File: src/rtl/cfwa_pkg.sv
// Package for the conflict-free wave assigner.
// Holds sizing constants, controller state enum and the command/status structs.
// No dependencies.
`default_nettype none

package cfwa_pkg;

  // Sizing of the wave table and the resource masks.
  localparam int unsigned MAX_WAVES    = 16;
  localparam int unsigned MASK_BITS    = 32;
  localparam int unsigned CNT_W        = $clog2(MAX_WAVES + 1);
  localparam int unsigned IDX_W        = (MAX_WAVES > 1) ? $clog2(MAX_WAVES) : 1;

  // Fixed widths of the request and response fields.
  localparam int unsigned READ_MASK_W  = 32;
  localparam int unsigned WRITE_MASK_W = 32;
  localparam int unsigned WAVE_W       = 4;

  // Controller states.
  typedef enum logic {
    ST_IDLE,
    ST_SCAN
  } cfwa_state_e;

  // Commands from the controller to the datapath.
  typedef struct packed {
    logic load;    // capture a new request
    logic step;    // advance to the next wave
    logic commit;  // place the task and write the response
  } cfwa_cmd_t;

  // Status from the datapath to the controller.
  typedef struct packed {
    logic at_end;  // every open wave has been tested
    logic fits;    // the current wave has no conflict with the task
    logic out_free; // response register can take a new response
  } cfwa_sts_t;

endpackage

`default_nettype wire

File: src/rtl/cfwa_req_if.sv
// Request channel of the conflict-free wave assigner: one task per request.
// Depends on cfwa_pkg for the field widths.
`default_nettype none

interface cfwa_req_if
  import cfwa_pkg::*;
();
  logic                    valid;
  logic                    ready;
  logic [READ_MASK_W-1:0]  read_mask;
  logic [WRITE_MASK_W-1:0] write_mask;
  logic                    first_of_set;

  modport source (output valid, read_mask, write_mask, first_of_set, input ready);
  modport sink   (input valid, read_mask, write_mask, first_of_set, output ready);
endinterface

`default_nettype wire

File: src/rtl/cfwa_rsp_if.sv
// Response channel of the conflict-free wave assigner: one placement per request.
// Depends on cfwa_pkg for the field widths.
`default_nettype none

interface cfwa_rsp_if
  import cfwa_pkg::*;
();
  logic              valid;
  logic              ready;
  logic [WAVE_W-1:0] wave_index;
  logic              opened_wave;
  logic              overflow;

  modport source (output valid, wave_index, opened_wave, overflow, input ready);
  modport sink   (input valid, wave_index, opened_wave, overflow, output ready);
endinterface

`default_nettype wire

File: src/rtl/cfwa_datapath.sv
// Datapath of the conflict-free wave assigner: wave union tables, open-wave
// count, scan index, conflict test and response register. Depends on cfwa_pkg.
`default_nettype none

module cfwa_datapath
  import cfwa_pkg::*;
(
  input  wire logic                    clk_i,
  input  wire logic                    rst_ni,
  input  wire cfwa_cmd_t               cmd_i,
  output cfwa_sts_t                    sts_o,
  input  wire logic [READ_MASK_W-1:0]  read_mask_i,
  input  wire logic [WRITE_MASK_W-1:0] write_mask_i,
  input  wire logic                    first_of_set_i,
  output logic                         out_valid_o,
  input  wire logic                    out_ready_i,
  output logic [WAVE_W-1:0]            wave_index_o,
  output logic                         opened_wave_o,
  output logic                         overflow_o
);

  logic [MASK_BITS-1:0] rd_q, wr_q;
  logic [MASK_BITS-1:0] rd_union_q [MAX_WAVES];
  logic [MASK_BITS-1:0] wr_union_q [MAX_WAVES];
  logic [CNT_W-1:0]     count_q, count_d;
  logic [CNT_W-1:0]     idx_q, idx_d;
  logic                 out_valid_q, out_valid_d;
  logic [WAVE_W-1:0]    wave_q;
  logic                 opened_q, ovf_q;

  logic [IDX_W-1:0]     idx_lo;
  logic [MASK_BITS-1:0] ru, wu;
  logic                 conflict, at_end, fits, full;

  // Conflict test of the task against the wave under the scan index.
  assign idx_lo   = idx_q[IDX_W-1:0];
  assign ru       = rd_union_q[idx_lo];
  assign wu       = wr_union_q[idx_lo];
  assign conflict = |((wr_q & wu) | (wr_q & ru) | (rd_q & wu));
  assign at_end   = (idx_q == count_q);
  assign fits     = !at_end && !conflict;
  assign full     = (count_q == CNT_W'(MAX_WAVES));

  assign sts_o.at_end   = at_end;
  assign sts_o.fits     = fits;
  assign sts_o.out_free = !out_valid_q || out_ready_i;

  // Next values of the count, the scan index and the response valid.
  always_comb begin
    count_d     = count_q;
    idx_d       = idx_q;
    out_valid_d = out_valid_q;
    if (out_valid_q && out_ready_i) begin
      out_valid_d = 1'b0;
    end
    if (cmd_i.load) begin
      idx_d = '0;
      if (first_of_set_i) begin
        count_d = '0;
      end
    end
    if (cmd_i.step) begin
      idx_d = idx_q + CNT_W'(1);
    end
    if (cmd_i.commit) begin
      out_valid_d = 1'b1;
      if (!fits && !full) begin
        count_d = count_q + CNT_W'(1);
      end
    end
  end

  // Control registers.
  always_ff @(posedge clk_i or negedge rst_ni) begin
    if (!rst_ni) begin
      count_q     <= '0;
      idx_q       <= '0;
      out_valid_q <= 1'b0;
    end else begin
      count_q     <= count_d;
      idx_q       <= idx_d;
      out_valid_q <= out_valid_d;
    end
  end

  // Captured task masks, limited to the resource width.
  always_ff @(posedge clk_i) begin
    if (cmd_i.load) begin
      rd_q <= MASK_BITS'(read_mask_i);
      wr_q <= MASK_BITS'(write_mask_i);
    end
  end

  // Union tables: merge into a fitting wave or start a new wave at the end.
  // Entries at or above the count are never read, so they need no reset.
  always_ff @(posedge clk_i) begin
    if (cmd_i.commit) begin
      if (fits) begin
        rd_union_q[idx_lo] <= rd_union_q[idx_lo] | rd_q;
        wr_union_q[idx_lo] <= wr_union_q[idx_lo] | wr_q;
      end else if (!full) begin
        rd_union_q[idx_lo] <= rd_q;
        wr_union_q[idx_lo] <= wr_q;
      end
    end
  end

  // Response register. On overflow the index reads as zero.
  always_ff @(posedge clk_i) begin
    if (cmd_i.commit) begin
      wave_q   <= (fits || !full) ? WAVE_W'(idx_q) : '0;
      opened_q <= !fits && !full;
      ovf_q    <= !fits && full;
    end
  end

  assign out_valid_o   = out_valid_q;
  assign wave_index_o  = wave_q;
  assign opened_wave_o = opened_q;
  assign overflow_o    = ovf_q;

endmodule

`default_nettype wire

File: src/rtl/cfwa_ctrl.sv
// Controller of the conflict-free wave assigner: takes a request, walks the
// open waves one per cycle and commits the placement. Depends on cfwa_pkg.
`default_nettype none

module cfwa_ctrl
  import cfwa_pkg::*;
(
  input  wire logic      clk_i,
  input  wire logic      rst_ni,
  input  wire logic      in_valid_i,
  output logic           in_ready_o,
  input  wire cfwa_sts_t sts_i,
  output cfwa_cmd_t      cmd_o
);

  cfwa_state_e state_q, state_d;

  // State register.
  always_ff @(posedge clk_i or negedge rst_ni) begin
    if (!rst_ni) begin
      state_q <= ST_IDLE;
    end else begin
      state_q <= state_d;
    end
  end

  // Next state and commands.
  always_comb begin
    state_d     = state_q;
    cmd_o       = '0;
    in_ready_o  = 1'b0;
    unique case (state_q)
      ST_IDLE: begin
        in_ready_o = 1'b1;
        if (in_valid_i) begin
          cmd_o.load = 1'b1;
          state_d    = ST_SCAN;
        end
      end
      ST_SCAN: begin
        // A placement is known once a wave fits or the open waves run out.
        if (sts_i.fits || sts_i.at_end) begin
          if (sts_i.out_free) begin
            cmd_o.commit = 1'b1;
            state_d      = ST_IDLE;
          end
        end else begin
          cmd_o.step = 1'b1;
        end
      end
      default: begin
        state_d = ST_IDLE;
      end
    endcase
  end

endmodule

`default_nettype wire

File: src/rtl/conflict_free_wave_assigner.sv
// Conflict-free wave assigner: first-fit placement of tasks into waves.
// A taken request is placed in the first open wave that fits; when the open waves
// run out it opens a new wave, or overflows if all are in use. The scan tests one
// wave per cycle; a new request is taken only after the last one is committed.
// Reset (asynchronous, active low) empties all waves and the response register.
// Depends on cfwa_pkg, cfwa_req_if, cfwa_rsp_if, cfwa_ctrl and cfwa_datapath.
`default_nettype none

module conflict_free_wave_assigner
  import cfwa_pkg::*;
(
  input  wire logic   clk_i,
  input  wire logic   rst_ni,
  cfwa_req_if.sink    req_i,
  cfwa_rsp_if.source  rsp_o
);

  cfwa_cmd_t cmd;
  cfwa_sts_t sts;

  // Sequencer for one request at a time.
  cfwa_ctrl u_ctrl (
    .clk_i      (clk_i),
    .rst_ni     (rst_ni),
    .in_valid_i (req_i.valid),
    .in_ready_o (req_i.ready),
    .sts_i      (sts),
    .cmd_o      (cmd)
  );

  // Wave tables, conflict test and response register.
  cfwa_datapath u_datapath (
    .clk_i          (clk_i),
    .rst_ni         (rst_ni),
    .cmd_i          (cmd),
    .sts_o          (sts),
    .read_mask_i    (req_i.read_mask),
    .write_mask_i   (req_i.write_mask),
    .first_of_set_i (req_i.first_of_set),
    .out_valid_o    (rsp_o.valid),
    .out_ready_i    (rsp_o.ready),
    .wave_index_o   (rsp_o.wave_index),
    .opened_wave_o  (rsp_o.opened_wave),
    .overflow_o     (rsp_o.overflow)
  );

endmodule

`default_nettype wire

File: src/flat_wrapper.sv
// flat-port wrapper written by rule: the top's interface ports become plain ports
module conflict_free_wave_assigner_flat import cfwa_pkg::*;
  (clk_i, rst_ni, req_i_valid, req_i_read_mask, req_i_write_mask, req_i_first_of_set, req_i_ready, rsp_o_valid, rsp_o_wave_index, rsp_o_opened_wave, rsp_o_overflow, rsp_o_ready);
  cfwa_req_if req_i_i ();
  cfwa_rsp_if rsp_o_i ();
  input  wire logic clk_i;
  input  wire logic rst_ni;
  input wire logic [$bits(req_i_i.valid)-1:0] req_i_valid;
  input wire logic [$bits(req_i_i.read_mask)-1:0] req_i_read_mask;
  input wire logic [$bits(req_i_i.write_mask)-1:0] req_i_write_mask;
  input wire logic [$bits(req_i_i.first_of_set)-1:0] req_i_first_of_set;
  output wire logic [$bits(req_i_i.ready)-1:0] req_i_ready;
  output wire logic [$bits(rsp_o_i.valid)-1:0] rsp_o_valid;
  output wire logic [$bits(rsp_o_i.wave_index)-1:0] rsp_o_wave_index;
  output wire logic [$bits(rsp_o_i.opened_wave)-1:0] rsp_o_opened_wave;
  output wire logic [$bits(rsp_o_i.overflow)-1:0] rsp_o_overflow;
  input wire logic [$bits(rsp_o_i.ready)-1:0] rsp_o_ready;
  assign req_i_i.valid = req_i_valid;
  assign req_i_i.read_mask = req_i_read_mask;
  assign req_i_i.write_mask = req_i_write_mask;
  assign req_i_i.first_of_set = req_i_first_of_set;
  assign req_i_ready = req_i_i.ready;
  assign rsp_o_valid = rsp_o_i.valid;
  assign rsp_o_wave_index = rsp_o_i.wave_index;
  assign rsp_o_opened_wave = rsp_o_i.opened_wave;
  assign rsp_o_overflow = rsp_o_i.overflow;
  assign rsp_o_i.ready = rsp_o_ready;
  conflict_free_wave_assigner u_core (.clk_i(clk_i), .rst_ni(rst_ni), .req_i(req_i_i), .rsp_o(rsp_o_i));
endmodule
File: config.mk
export PLATFORM = sky130hd
export DESIGN_NAME = conflict_free_wave_assigner_flat
export DESIGN_NICKNAME = d
export VERILOG_FILES = /design/src/rtl/cfwa_pkg.sv /design/src/rtl/cfwa_req_if.sv /design/src/rtl/cfwa_rsp_if.sv /design/src/rtl/cfwa_datapath.sv /design/src/rtl/cfwa_ctrl.sv /design/src/rtl/conflict_free_wave_assigner.sv /design/src/flat_wrapper.sv
export SDC_FILE = /design/constraint.sdc
export NUM_CORES = 1
export LEC_CHECK = 0
export ABC_CLOCK_PERIOD_IN_PS = 7600
export BUFFER_PORTS_ARGS = -buffer_cell sky130_fd_sc_hd__clkbuf_2
export CAP_MARGIN = 20
export CORE_ASPECT_RATIO = 0.7
export CORE_UTILIZATION = 30
export DETAILED_ROUTE_END_ITERATION = 7
export SETUP_SLACK_MARGIN = 0.1
export SYNTH_ARGS = -nofsm -noshare
export SYNTH_HDL_FRONTEND = slang
export SYNTH_SLANG_ARGS = --single-unit
export TNS_END_PERCENT = 10
File: constraint.sdc
create_clock -name clk_i -period 7.6 [get_ports clk_i]
set_clock_uncertainty 0.1 [all_clocks]
set_input_delay 0.76 -clock clk_i [delete_from_list [all_inputs] [get_ports clk_i]]
set_output_delay 0.76 -clock clk_i [all_outputs]
set_load 0.05 [all_outputs]
[Word-level counts from Yosys, hierarchy flattened]
Memory sizes are Yosys's and may differ from the RTL's.
Cells that the tools add are included.
Cells by class
  $add $sub $neg: 2
  equality and inequality tests: 2
  muxes and demuxes: 27
  bitwise logic cells: 10
  reductions and logical operators: 15
Operators by type and width (number)
  OR 32 bit: 4
  bitwise AND 32 bit: 3
  2-to-1 mux 32 bit: 2
  OR reduction 32 bit: 1
  2-to-1 mux 5 bit: 6
  2-to-1 mux 1 bit: 17
  adder 5 x 1 -> 5 bit (second input constant): 2
  equality test 5 bit: 1
  equality test 5 bit (second input constant): 1
  logical NOT 1 bit: 5
  logical AND 1 bit: 4
  nonzero test 2 bit: 2
  logical OR 1 bit: 3
  2-to-1 mux 2 bit: 1
  OR 1 bit: 2
  case mux 1 bit (2 select lines): 1
  NOT 1 bit: 1
Word-level totals
  bits in registers: 82
  memory bits (writable): 1024
  output and inout bits: 8
  logic and storage cells: 67
  memories: 2
Memories
  u_core.u_datapath.rd_union_q: words 16, bits a word 32, rd ports 1, clocked after Yosys merged registers in 0, wr ports 1, RTL line cfwa_datapath.sv:23  | logic [MASK_BITS-1:0] rd_union_q [MAX_WAVES];
  u_core.u_datapath.wr_union_q: words 16, bits a word 32, rd ports 1, clocked after Yosys merged registers in 0, wr ports 1, RTL line cfwa_datapath.sv:24  | logic [MASK_BITS-1:0] wr_union_q [MAX_WAVES];

[Longest topological paths before layout]
An unclocked memory read counts as a cell.
  depth after elaboration: 13
  mapped depth: 15

[Hierarchy]
Synthesis repeated with hierarchy kept, for this count alone.
Unflattened totals
  cell total of the unflattened synthesis: 2094
  area total of the unflattened synthesis: 44017.2 um^2
Modules (own cells, without submodules)
  cfwa_datapath: times used 1, cells an instance 2087, area an instance 43958.4 um^2
  cfwa_ctrl: times used 1, cells an instance 7, area an instance 58.8 um^2

[Worst setup path after synthesis]
OpenSTA, ideal clock, no wires.
  path kind: reg2reg
  start: reg u_core.u_datapath.idx_q[1]
  end: mem u_core.u_datapath.rd_union_q[10][0], enable pin
  arrival time: 4.633 ns
  data required time: 7.073 ns
  slack: 2.440 ns
  cell stages (with the launch flop): 15
  clock period less this slack: 5.160 ns
  cells stage by stage: dfrtp_1 buf_4 buf_2 buf_2 buf_1 mux4_2 a22oi_1 nand2_1 o21ai_0 nand4_1 nor3_1 nand4_2 mux2i_4 buf_6 and4_1
On the way
  cells in the longest elaborated chain, start to end: 13
  elaborated cells between the ends (all ways): 22
Ends and longest elaborated chain
  start, declared: RTL line cfwa_datapath.sv:26  | logic [CNT_W-1:0] idx_q, idx_d;
  start signal, assigned: RTL line cfwa_datapath.sv:81  | idx_q <= idx_d;
  memory read (16 x 32 bit) (on tied branches)
  bitwise AND 32 bit: RTL line cfwa_datapath.sv:39  | assign conflict = |((wr_q & wu) | (wr_q & ru) | (rd_q & wu));
  OR 32 bit (2 in series): RTL line cfwa_datapath.sv:39
  OR reduction 32 bit: RTL line cfwa_datapath.sv:39
  logical NOT 1 bit: RTL line cfwa_datapath.sv:41  | assign fits = !at_end && !conflict;
  logical AND 1 bit: RTL line cfwa_datapath.sv:41
  logical OR 1 bit: RTL line cfwa_ctrl.sv:42  | if (sts_i.fits || sts_i.at_end) begin
  2-to-1 mux 1 bit: RTL line cfwa_ctrl.sv:42
  2-to-1 mux 2 bit: RTL line cfwa_ctrl.sv:32  | unique case (state_q)
  2-to-1 mux 1 bit: RTL line cfwa_datapath.sv:97  | if (cmd_i.commit) begin
  2-to-1 mux 1 bit (on tied branches): RTL line cfwa_datapath.sv:99, cfwa_datapath.sv:102
  OR 1 bit (no line)
  end, declared: RTL line cfwa_datapath.sv:23
Several ways; a longest one is shown, not always the timed one.

[Final worst setup path]
  start: reg u_core.u_datapath.idx_q[1]
  end: mem u_core.u_datapath.rd_union_q[9][5], enable pin
The elaborated chain is that of the path after synthesis.

==> impl_metrics.env <==
export IMPL_fin_crit_sh_pct=84.38
export IMPL_gp_congestion=0.8508
export IMPL_htreeDepth=3
export IMPL_synth_nets=2072
export IMPL_cp_cell_sequence="buf_12 -> buf_4 -> buf_4 -> mux4_2 -> a221oi_1 -> nor3_1 -> a2111oi_2 -> nand4_1 -> nor4_2 -> nand4_2 -> buf_4 -> mux2i_4 -> and4_4 -> buf_12"
export IMPL_drt_initial_drc_count=2793
export IMPL_finalNetCount=2233
export IMPL_critPathArrivalTime_ps=6690
export IMPL_synth_warnings=0
export IMPL_r2r_start="u_core.u_datapath.idx_q[1]"
export IMPL_drtPass1Iterations=6
export IMPL_rsz0062_at_grt="false"
export IMPL_hold_viol=0
export IMPL_grt_util_all_layers_pct=15.63
export IMPL_hp_start="req_i_read_mask[3]"
export IMPL_power_density_nw_per_um2=397.6
export IMPL_slew_headroom_pct=29.04
export IMPL_grt_ovfl_total=0
export IMPL_totalWireLength_um=113800
export IMPL_drive_gt1_share_pct=27.59
export IMPL_cellLeakagePower_nw=15.60
export IMPL_antenna_found_initial=4
export IMPL_status="finished, final reports clean"
export IMPL_avgRoutedWirePerCell_um=27.67
export IMPL_rows=115
export IMPL_grt_pass1_wl_um=162000
export IMPL_cp_end_kind="flop"
export IMPL_setup_viol=0
export IMPL_cap_violations=0
export IMPL_hp_class="primary input to flop"
export IMPL_hpwl_um=71000
export IMPL_syn_inst=1997
export IMPL_critPathLaunchType="flop"
export IMPL_clock_sink_count=1106
export IMPL_dieHeight_um=318.6
export IMPL_synth_distinct_cells=62
export IMPL_final_area_um2=49610
export IMPL_grt_pass1_vias=21867
export IMPL_stdcell_count=4114
export IMPL_final_cell_mix="edfxtp_1, mux4_2, clkbuf_16"
export IMPL_ant_nets=0
export IMPL_place_area_um2=46250
export IMPL_placeableCoreArea_um2=141300
export IMPL_io_buffers=76
export IMPL_path_common_cell="buf_4"
export IMPL_vias=21640
export IMPL_clockBufferDepth=3
export IMPL_cts_tree="built"
export IMPL_fin_util_pct=35.11
export IMPL_seq_area_frac_synth_pct=77.18
export IMPL_dp_cells=3924
export IMPL_cp_required_ps=7880
export IMPL_ir_drop_v=0.0002008
export IMPL_final_common_cell="edfxtp_1"
export IMPL_clkTransAtPathRegs_ps=70
export IMPL_grt_max_degree=65
export IMPL_tightestPinTransition_ps=1062
export IMPL_area_growth_pct=15.50
export IMPL_cpPeakStageDelay_ps=1120
export IMPL_dieArea_um2=144700
export IMPL_die_w_um=454.3
export IMPL_postCtsSetupBuffers=0
export IMPL_ys_ff_latch=1106
export IMPL_ctsResizeCount=0
export IMPL_viasPerCell=5.260
export IMPL_syn_area_um2=42960
export IMPL_cts_root_buf="clkbuf_16"
export IMPL_fmax_ghz=0.1559
export IMPL_finalMaxSlewViolations=0
export IMPL_drc=0
export IMPL_synth_edf_count=1094
export IMPL_path_class="flop to flop"
export IMPL_clock_latency_ps=710
export IMPL_tns_ps=0
export IMPL_async_reset_ff_share_pct=1.085
export IMPL_critical_path_startpoint="u_core.u_datapath.idx_q[1]"
export IMPL_pin_count=77
export IMPL_min_period_ps=6413
export IMPL_numCtsBuffers=101
export IMPL_start_util_pct=30.40
export IMPL_cp_top_family="simple AND/OR/NAND/NOR gates"
export IMPL_cp_max_fo=57
export IMPL_cp_num_buf_inv=5
export IMPL_ys_flop_type="edfxtp_1"
export IMPL_cpMaxStageDelayCell="dfrtp_4"
export IMPL_syn_area_per_cell_um2=21.51
-- area by class of cell --
type | count | area, µm²
tap | 1872 | 2342
multi-input combinational | 763 | 9244
fill | 12989 | 91690
inverter | 26 | 98.84
clock inverter | 55 | 583.1
timing repair buffer | 160 | 1426
sequential | 1106 | 33160
antenna | 2 | 5.005
clock buffer | 130 | 2751
-- worst register-to-register path, cell delays in order, from the launching register on --
cell	delay [ps]
dfrtp_4	1120
buf_12	400
buf_4	270
buf_4	300
mux4_2	350
a221oi_1	290
nor3_1	130
a2111oi_2	540
nand4_1	380
nor4_2	360
nand4_2	170
buf_4	240
mux2i_4	410
and4_4	690
buf_12	320
-- report_power, final --
group          switching [mW]  leakage [nW]  internal, mW
combinational            3.96          4.12          2.16
sequential              0.319          9.86          8.10
clock                    2.25          1.63          2.94
total                    6.53          15.6          13.2
-- cell families (layout without fill, tap and decap cells) --
group	Yosys count	in the layout	synth area share (%)
mux	316	316	14.74
flops	1106	1106	77.18
xor+xnor	6	6	0.1224
other cells	0	2	0
buf+inv	128	371	1.456
simple gates	178	178	2.056
compound gates	257	257	4.276
fa+ha+maj	6	6	0.1748
-- through the flow --
stage,total power [mW],hold WS [ps],setup WS [ps]
5_1_grt,20.48,94.52,977.5
3_3_place_gp,14.49,421.3,1405
6_report,19.73,126.6,1187
4_1_cts,19.80,79.87,1297
2_1_floorplan,12.32,364.4,2440
3_5_place_dp,14.64,428.0,1313
-- metal layers --
layer,routed length [µm],vias up,GRT usage [%]
li1,-,8769,-
met1,49180,11512,23.03
met2,48780,1204,21.94
met3,13310,153,5.225
met4,2575,2,4.010
met5,13,-,0
-- flip-flops by register name, indices dropped and copies added (netlist names) --
signal,flops
u_core.u_datapath.idx_q,5
u_core.u_datapath.wr_q,32
u_core.u_datapath.opened_wave_o,1
u_core.u_datapath.wave_index_o,4
u_core.u_datapath.rd_union_q,512
u_core.u_datapath.count_q,5
u_core.u_ctrl.state_q,1
u_core.u_datapath.rd_q,32
u_core.u_datapath.overflow_o,1
u_core.u_datapath.out_valid_o,1
u_core.u_datapath.wr_union_q,512
-- path summary, 6_finish.rpt --
| kind | to | slack (ps) | cells past startpoint |
|---|---|---|---|
| worst min register to register | u_core.u_datapath.count_q[4] | 450 | 1 |
| worst max-delay path | u_core.u_datapath.rd_union_q[9][5] | 1190 | 14 |
| max in group asynchronous | u_core.u_datapath.idx_q[1] | 6630 | 2 |
| worst min-delay path | u_core.u_datapath.rd_q[3] | 130 | 1 |
| worst max register to register | u_core.u_datapath.rd_union_q[9][5] | 1190 | 14 |
| min in group asynchronous | u_core.u_datapath.count_q[1] | 430 | 2 |
-- synthesized netlist by cell type, types with 4 or more instances --
library cell | n | area (µm²)
and2_1 | 8 | 50.05
o21ai_1 | 5 | 25.02
mux2_2 | 30 | 337.8
dfrtp_1 | 12 | 300.3
edfxtp_1 | 1094 | 32850
a22o_1 | 4 | 35.03
a21o_1 | 50 | 375.4
o21ai_0 | 29 | 145.1
buf_1 | 8 | 30.03
buf_4 | 11 | 82.58
nand2_1 | 89 | 334.1
nand4_1 | 8 | 50.05
nor2_1 | 14 | 52.55
a21oi_1 | 15 | 75.07
a221oi_1 | 4 | 35.03
o22ai_1 | 17 | 106.4
mux4_2 | 249 | 5608
nor3_1 | 10 | 50.05
mux2i_1 | 34 | 340.3
clkbuf_1 | 35 | 131.4
and4_1 | 16 | 140.1
a22oi_1 | 97 | 728.2
buf_6 | 7 | 78.83
buf_2 | 41 | 205.2
nand2b_1 | 6 | 37.54
nand3_1 | 10 | 50.05
inv_1 | 24 | 90.09
ha_1 | 6 | 75.07
nor2b_1 | 5 | 31.28
o31ai_1 | 7 | 52.55
-- what timing repair did --
item	in CTS	in global routing
endpoints found under the setup margin	0	0
endpoints found under the hold margin	12	0
hold buffers	1	0
(Power assumes the default switching activity.)
